===== src/sv/grm_pkg.sv =====
`timescale 1ns / 1ps
`default_nettype none
// ----------------------------------------------------------------------------
// grm_pkg
// Shared widths, constants, command and status types for the grid ray marcher.
// ----------------------------------------------------------------------------
package grm_pkg;

    // Fixed-point format and angle resolution
    localparam int ANGLE_BITS    = 12;
    localparam int FRAC_BITS     = 16;

    // Defaults for the top-level parameters
    localparam int MAP_DIM_DEF   = 64;
    localparam int MAX_STEPS_DEF = 128;

    // Port field widths
    localparam int POS_IN_W  = 22;
    localparam int ANG_IN_W  = 12;
    localparam int CELL_IN_W = 6;

    // Internal widths
    localparam int POS_W   = FRAC_BITS + ANGLE_BITS + 12;  // signed ray position
    localparam int CRD_W   = POS_W - FRAC_BITS;            // signed cell coordinate
    localparam int DX_W    = FRAC_BITS + 2;                // signed gap to next border
    localparam int MAG_W   = FRAC_BITS + 1;                // gap magnitude
    localparam int TRIG_W  = 34;                           // signed Q4.30 cos / sin
    localparam int TMAG_W  = 31;                           // cos / sin magnitude
    localparam int PROD_W  = MAG_W + TMAG_W;
    localparam int QB      = FRAC_BITS + ANGLE_BITS - 1;   // quotient bits
    localparam int QCNT_W  = $clog2(QB + 1);
    localparam int REM_W   = TMAG_W + 1;
    localparam int Z_W     = 33;
    localparam int ROT_ITERS = 16;
    localparam int IT_W      = 4;

    localparam logic signed [TRIG_W-1:0] CORDIC_GAIN = TRIG_W'(652032874);
    localparam logic signed [TRIG_W-1:0] TRIG_ONE    = TRIG_W'(64'd1 << 30);
    localparam logic signed [Z_W-1:0]    Z_EIGHTH    = Z_W'(64'h2000_0000);
    localparam logic [31:0]              PHASE_EIGHTH = 32'h2000_0000;
    localparam logic signed [POS_W-1:0]  POS_ONE     = POS_W'(64'd1 << FRAC_BITS);
    localparam logic signed [POS_W-1:0]  OUT_MAX     = POS_W'(64'h3F_FFFF);

    // Controller to datapath commands
    typedef struct packed {
        logic clr_step;
        logic map_write;
        logic load;
        logic rot_step;
        logic dir_latch;
        logic step_begin;
        logic mul_x;
        logic mul_y;
        logic div_start;
        logic div_step;
        logic move_y_only;
        logic move_both;
        logic apply_div;
        logic cell_latch;
        logic rd_corner;
        logic set_found;
        logic out_load;
    } grm_cmd_t;

    // Datapath to controller status
    typedef struct packed {
        logic clr_last;
        logic rot_last;
        logic c_zero;
        logic take_x;
        logic equal;
        logic div_last;
        logic corner_need;
        logic main_inside;
        logic rd_wall;
        logic step_max;
    } grm_sts_t;

    // Arctangent of 2^-i in turns scaled by 2^32
    function automatic logic signed [Z_W-1:0] atan_lut(input logic [IT_W-1:0] idx);
        logic signed [Z_W-1:0] val;
        case (idx)
            4'd0:    val = Z_W'(536870912);
            4'd1:    val = Z_W'(316933406);
            4'd2:    val = Z_W'(167458908);
            4'd3:    val = Z_W'(85004756);
            4'd4:    val = Z_W'(42667331);
            4'd5:    val = Z_W'(21354465);
            4'd6:    val = Z_W'(10679838);
            4'd7:    val = Z_W'(5340244);
            4'd8:    val = Z_W'(2670159);
            4'd9:    val = Z_W'(1335087);
            4'd10:   val = Z_W'(667544);
            4'd11:   val = Z_W'(333772);
            4'd12:   val = Z_W'(166886);
            4'd13:   val = Z_W'(83443);
            4'd14:   val = Z_W'(41722);
            default: val = Z_W'(20861);
        endcase
        return val;
    endfunction

endpackage
`default_nettype wire


===== src/sv/grm_ctrl.sv =====
`timescale 1ns / 1ps
`default_nettype none
// ----------------------------------------------------------------------------
// grm_ctrl
// Sequencer for map clearing, cell writes and the border-stepping ray cast.
// ----------------------------------------------------------------------------
module grm_ctrl (
    input  wire logic             clk,
    input  wire logic             rst_n,
    input  wire logic             in_valid,
    input  wire logic             in_cast,
    output logic                  in_ready,
    output logic                  out_valid,
    input  wire logic             out_ready,
    output grm_pkg::grm_cmd_t     cmd,
    input  wire grm_pkg::grm_sts_t sts
);
    import grm_pkg::*;

    typedef enum logic [15:0] {
        S_CLEAR  = 16'h0001,
        S_IDLE   = 16'h0002,
        S_ROT    = 16'h0004,
        S_DIR    = 16'h0008,
        S_STEP   = 16'h0010,
        S_MULX   = 16'h0020,
        S_MULY   = 16'h0040,
        S_DECIDE = 16'h0080,
        S_DIV    = 16'h0100,
        S_APPLY  = 16'h0200,
        S_CELL   = 16'h0400,
        S_RDC    = 16'h0800,
        S_EVC    = 16'h1000,
        S_RDM    = 16'h2000,
        S_EVM    = 16'h4000,
        S_DONE   = 16'h8000
    } state_t;

    state_t state_reg, state_next;
    logic   out_valid_reg, out_valid_next;

    // Next state and commands
    always_comb
    begin
        state_next = state_reg;
        cmd        = '0;
        unique case (state_reg)
            S_CLEAR:
            begin
                cmd.clr_step = 1'b1;
                if (sts.clr_last)
                    state_next = S_IDLE;
            end
            S_IDLE:
            begin
                if (in_valid)
                begin
                    if (in_cast)
                    begin
                        cmd.load   = 1'b1;
                        state_next = S_ROT;
                    end
                    else
                        cmd.map_write = 1'b1;
                end
            end
            S_ROT:
            begin
                cmd.rot_step = 1'b1;
                if (sts.rot_last)
                    state_next = S_DIR;
            end
            S_DIR:
            begin
                cmd.dir_latch = 1'b1;
                state_next    = S_STEP;
            end
            S_STEP:
            begin
                cmd.step_begin = 1'b1;
                state_next     = S_MULX;
            end
            S_MULX:
            begin
                cmd.mul_x  = 1'b1;
                state_next = S_MULY;
            end
            S_MULY:
            begin
                cmd.mul_y  = 1'b1;
                state_next = S_DECIDE;
            end
            S_DECIDE:
            begin
                if (sts.c_zero)
                begin
                    cmd.move_y_only = 1'b1;
                    state_next      = S_CELL;
                end
                else if (sts.take_x || !sts.equal)
                begin
                    cmd.div_start = 1'b1;
                    state_next    = S_DIV;
                end
                else
                begin
                    cmd.move_both = 1'b1;
                    state_next    = S_CELL;
                end
            end
            S_DIV:
            begin
                cmd.div_step = 1'b1;
                if (sts.div_last)
                    state_next = S_APPLY;
            end
            S_APPLY:
            begin
                cmd.apply_div = 1'b1;
                state_next    = S_CELL;
            end
            S_CELL:
            begin
                cmd.cell_latch = 1'b1;
                state_next     = sts.corner_need ? S_RDC : S_RDM;
            end
            S_RDC:
            begin
                cmd.rd_corner = 1'b1;
                state_next    = S_EVC;
            end
            S_EVC:
            begin
                if (sts.rd_wall)
                begin
                    cmd.set_found = 1'b1;
                    state_next    = S_DONE;
                end
                else
                    state_next = S_RDM;
            end
            S_RDM:
            begin
                state_next = sts.main_inside ? S_EVM : S_DONE;
            end
            S_EVM:
            begin
                if (sts.rd_wall)
                begin
                    cmd.set_found = 1'b1;
                    state_next    = S_DONE;
                end
                else if (sts.step_max)
                    state_next = S_DONE;
                else
                    state_next = S_STEP;
            end
            S_DONE:
            begin
                if (!out_valid_reg || out_ready)
                begin
                    cmd.out_load = 1'b1;
                    state_next   = S_IDLE;
                end
            end
            default:
                state_next = S_CLEAR;
        endcase
    end

    // Hold a finished result until its transfer
    always_comb
    begin
        out_valid_next = out_valid_reg;
        if (out_valid_reg && out_ready)
            out_valid_next = 1'b0;
        if (cmd.out_load)
            out_valid_next = 1'b1;
    end

    always_ff @(posedge clk or negedge rst_n)
    begin
        if (!rst_n)
        begin
            state_reg     <= S_CLEAR;
            out_valid_reg <= 1'b0;
        end
        else
        begin
            state_reg     <= state_next;
            out_valid_reg <= out_valid_next;
        end
    end

    assign in_ready  = (state_reg == S_IDLE);
    assign out_valid = out_valid_reg;

endmodule
`default_nettype wire


===== config.mk =====
export PLATFORM = sky130hd
export DESIGN_NAME = grm_ctrl
export DESIGN_NICKNAME = d
export VERILOG_FILES = /design/src/sv/grm_pkg.sv /design/src/sv/grm_ctrl.sv
export SDC_FILE = /design/constraint.sdc
export NUM_CORES = 1
export LEC_CHECK = 0
export BUFFER_PORTS_ARGS = -buffer_cell sky130_fd_sc_hd__clkbuf_2
export CAP_MARGIN = 5
export CORE_MARGIN = 5
export CORE_UTILIZATION = 35
export CTS_CLUSTER_DIAMETER = 50
export DETAILED_ROUTE_END_ITERATION = 10
export PLACE_DENSITY_LB_ADDON = 0.05
export SETUP_SLACK_MARGIN = 0.05
export SYNTH_ARGS = -nofsm -noshare
export SYNTH_HDL_FRONTEND = slang
export SYNTH_SLANG_ARGS = --single-unit

===== constraint.sdc =====
create_clock -name clk -period 2.2 [get_ports clk]
set_clock_uncertainty 0.15 [all_clocks]
set_input_delay 0.55 -clock clk [delete_from_list [all_inputs] [get_ports clk]]
set_output_delay 0.55 -clock clk [all_outputs]
set_load 0.05 [all_outputs]

==> summary.txt <==
POWER AND IR DROP
--------------------------------------------------------------------------------------
Power density cells                                                         649 nW/µm²
Clock Power Share                                                                12.6%
Leakage                                                                        1.05 nW
Internal Power                                                                  852 µW
Tot Pwr                                                                        1.42 mW
Fraction of power spent switching nets                                           40.1%
Share of power burned in combinational logic                                     61.6%
Power spent charging and discharging nets                                       571 µW
Sequential Power Share                                                           25.8%
Worst vdd rail ir drop                                                          403 µV

SYNTHESIS
--------------------------------------------------------------------------------------
Register area share after synthesis                                              34.9%
Cells taking the most area after synthesis                                sky130_fd_sc_hd__dfrtp_1, sky130_fd_sc_hd__nor2_1, sky130_fd_sc_hd__nor4_4
Number of enable-type register cells in the synthesized netlist                      0
Syn avg cell area                                                             8.93 µm²
Number of warning messages in the yosys log                                          0
Async set or reset register ratio after synthesis                                 100%
Netlist Area Pre-Place                                                        1220 µm²
Number of distinct standard cells referenced by the synthesized netlist             47
Top_reg_cell synth                                                        sky130_fd_sc_hd__dfrtp_1
Post-Synthesis Net Count                                                           152
Area share of the largest cell type after synthesis                              32.7%
Number of flip-flops and latches in the synthesized netlist                         17
Post-Syn Instances                                                                 137
Library cell with the largest summed area after synthesis                 sky130_fd_sc_hd__dfrtp_1

WORST SETUP PATH
--------------------------------------------------------------------------------------
Critical path data required time                                               1500 ps
Nature of the critical path startpoint                                            flop
Reg2Reg Launch Point                                                      state_reg[3]
Setup Crit Path Kind                                                        reg -> out
Endpoint of the most critical setup path                                        cmd[8]
FF-to-FF setup slack                                                            110 ps
Critical path fanouts, max                                                           4
Slowest cell on the critical path                                         sky130_fd_sc_hd__dfrtp_1
Crit path largest cell delay                                                    430 ps
Logic depth of the worst register-to-register path                                   8
Launching element of the worst setup path                                 state_reg[14]
Capturing point of the worst reg2reg path                                 state_reg[0]
Kind of end point of the critical path                                      output pin
Cells traversed along the worst timing path                               nor4_4 -> and3_4 -> nand4b_4 -> nor3_4 -> buf_12
Signal arrival time at the worst endpoint                                      1970 ps

GRT
--------------------------------------------------------------------------------------
Pin count of the biggest net entering global routing                                18
Number of global-route vias before repair                                         1374
Tot GR Track Use                                                                 16.0%
Wire length of the first global-routing pass                                   6.38 mm
Number of antenna violations at the first check in global routing                    0
Aggregate global routing overflow                                                    0

DIE
--------------------------------------------------------------------------------------
Die Wd                                                                         69.1 µm
Number of placed I/O pins                                                           34
# rows                                                                              21
Die Height                                                                     69.1 µm
Area of the die                                                               4780 µm²
Effective utilization at floorplan                                               36.4%
Area of the core region                                                       3360 µm²

DRT
--------------------------------------------------------------------------------------
Iteration count of the initial detailed-routing pass                                 4
Post-route DRC violation count                                                       0
Mean routed wirelength per cell                                                14.5 µm
Drt first-iter violations                                                           31
Count of vias placed by the detailed router                                       1293
Antenna-violating nets left                                                          0
Via density per instance                                                          5.13
Drt total wl                                                                   3.66 mm

STA
--------------------------------------------------------------------------------------
Post-route minimum period                                                      2670 ps
Final setup margin                                                             -471 ps
Setup TNS                                                                     -6760 ps
Fin. Hold Viols                                                                      0
Unrepaired setup endpoints after global routing                                    yes
Final worst-path cycle share                                                      121%
Count of final setup violators                                                      18
Fmax achieved                                                                  374 MHz
Normalized max-slew margin                                                       68.3%
Worst-Margin Slew                                                               475 ps
Total count of max-transition violations in the final report                         0

PLACEMENT
--------------------------------------------------------------------------------------
Buffers on Ports                                                                    33
Routability congestion estimate                                                  0.829
DP HPWL                                                                        2.90 mm
Pre-CTS WS                                                                     -200 ps

MIN PATH
--------------------------------------------------------------------------------------
Tightest Hold Check Type                                                   in -> async

CLOCKING
--------------------------------------------------------------------------------------
Number of CTS-inserted buffers                                                       3
Clock-pin slew on the worst setup and hold paths                                110 ps
Sink Count                                                                          17
CTS tree                                                                          done
Number of buffers between clock root and the deepest sink                            2
Clock tree root driver cell                                               sky130_fd_sc_hd__clkbuf_4
H-tree levels                                                                        1
Clk Latency, worst-skew pair                                                    300 ps

LAYOUT
--------------------------------------------------------------------------------------
Commonest non-fill, non-tap cells in the layout                           sky130_fd_sc_hd__buf_4, sky130_fd_sc_hd__buf_12, sky130_fd_sc_hd__clkbuf_2, sky130_fd_sc_hd__dfrtp_1, sky130_fd_sc_hd__nor2_1
Antenna Diode Count                                                                  0
Syn-to-layout area delta                                                         79.3%
Most common cell after layout, fill and taps aside                        sky130_fd_sc_hd__buf_4
Net total in the final layout                                                      222
Fraction of final layout cells with drive strength greater than 1                55.3%
Number of flip-flops in the largest register                                        16

FLOW RUN
--------------------------------------------------------------------------------------
Max-cap violations                                                                   0

RUN STATUS
--------------------------------------------------------------------------------------
Outcome                                                                   finished with violations
Violations in the final reports                                           negative setup slack

==> synth_stat cells (all sizes together), types with 2 or more instances <==
cell type  number
o21ai           8
nor3            4
nand3           3
and4b           6
nor2b           2
nor4            9
nor2           20
o22ai           2
and3            3
dfrtp          16
and4            2
xor2            4
nand4           2
nand2          10
nand4b          2
clkbuf          2
nor4b           3
nand2b          4
buf             7
nor3b           3
inv             6
==> kinds of logic after synthesis <==
| kind of cell | after synthesis | synth area share, % |
|---|---|---|
| buffers and inverters | 15 | 6.24 |
| flip-flops | 17 | 34.9 |
| XOR/XNOR | 5 | 3.58 |
| AO/OA/AOI/OAI | 22 | 12.2 |
| adder cells (fa/ha/maj) | 1 | 0.920 |
| AND/OR/NAND/NOR | 77 | 42.2 |
==> how the worst min path moves through the flow <==
stage | start | endpoint | slack (ps)
finish | rst_n | state_reg[6] | 30
global route | rst_n | state_reg[6] | 60
CTS | rst_n | state_reg[6] | 30
detailed placement | out_valid | out_valid | 370
global placement | out_valid | out_valid | 360
floorplan | rst_n | out_valid | 100
==> power groups by stage <==
stage	Clock, mW	Sequential (mW)	Combinational [mW]
2_1_floorplan	0	0.356	0.497
3_3_place_gp	0	0.373	0.771
3_5_place_dp	0	0.373	0.786
4_1_cts	0.189	0.368	0.846
5_1_grt	0.198	0.371	0.942
6_report	0.179	0.368	0.877
==> critical path, delay by kind of cell (launching register included) <==
kind                   cells  cell delay (ps)
buffers and inverters      1              170
flip-flops                 1              430
AND/OR/NAND/NOR            4             1070
==> timing repair <==
action                                  4_1_cts  5_1_grt
endpoints found under the setup margin       18       22
hold buffers                                  0        0
gates resized for setup                      14       12
pin swaps                                    12        8
setup buffers                                 5        4
gates cloned                                  0        0
==> layout make-up <==
type,instances,area (µm²)
Timing Repair Buffer,74,744
Clock inverter,1,5.00
Tap cell,46,57.6
Fill cell,313,1170
Clock buffer,3,22.5
Inverter,6,25.0
Sequential cell,17,428
Multi-Input combinational cell,105,912
==> per-stage QoR <==
stage          instances  util [%]  area [µm²]  hold slack [ps]
6_report             252      65.3        2190             27.3
4_1_cts              249      63.1        2120             31.9
5_1_grt              252      65.3        2190             61.2
2_1_floorplan        137         -        1370              104
3_5_place_dp         241      60.0        2020              373
3_3_place_gp         241      60.0        2020              356
==> metal layers <==
metal	wire length (µm)	track usage, %
met1	1750	21.3
met4	7	1.30
met3	145	4.22
met2	1750	27.1
met5	0	0
No activity file was read; power rests on OpenSTA's default activity.
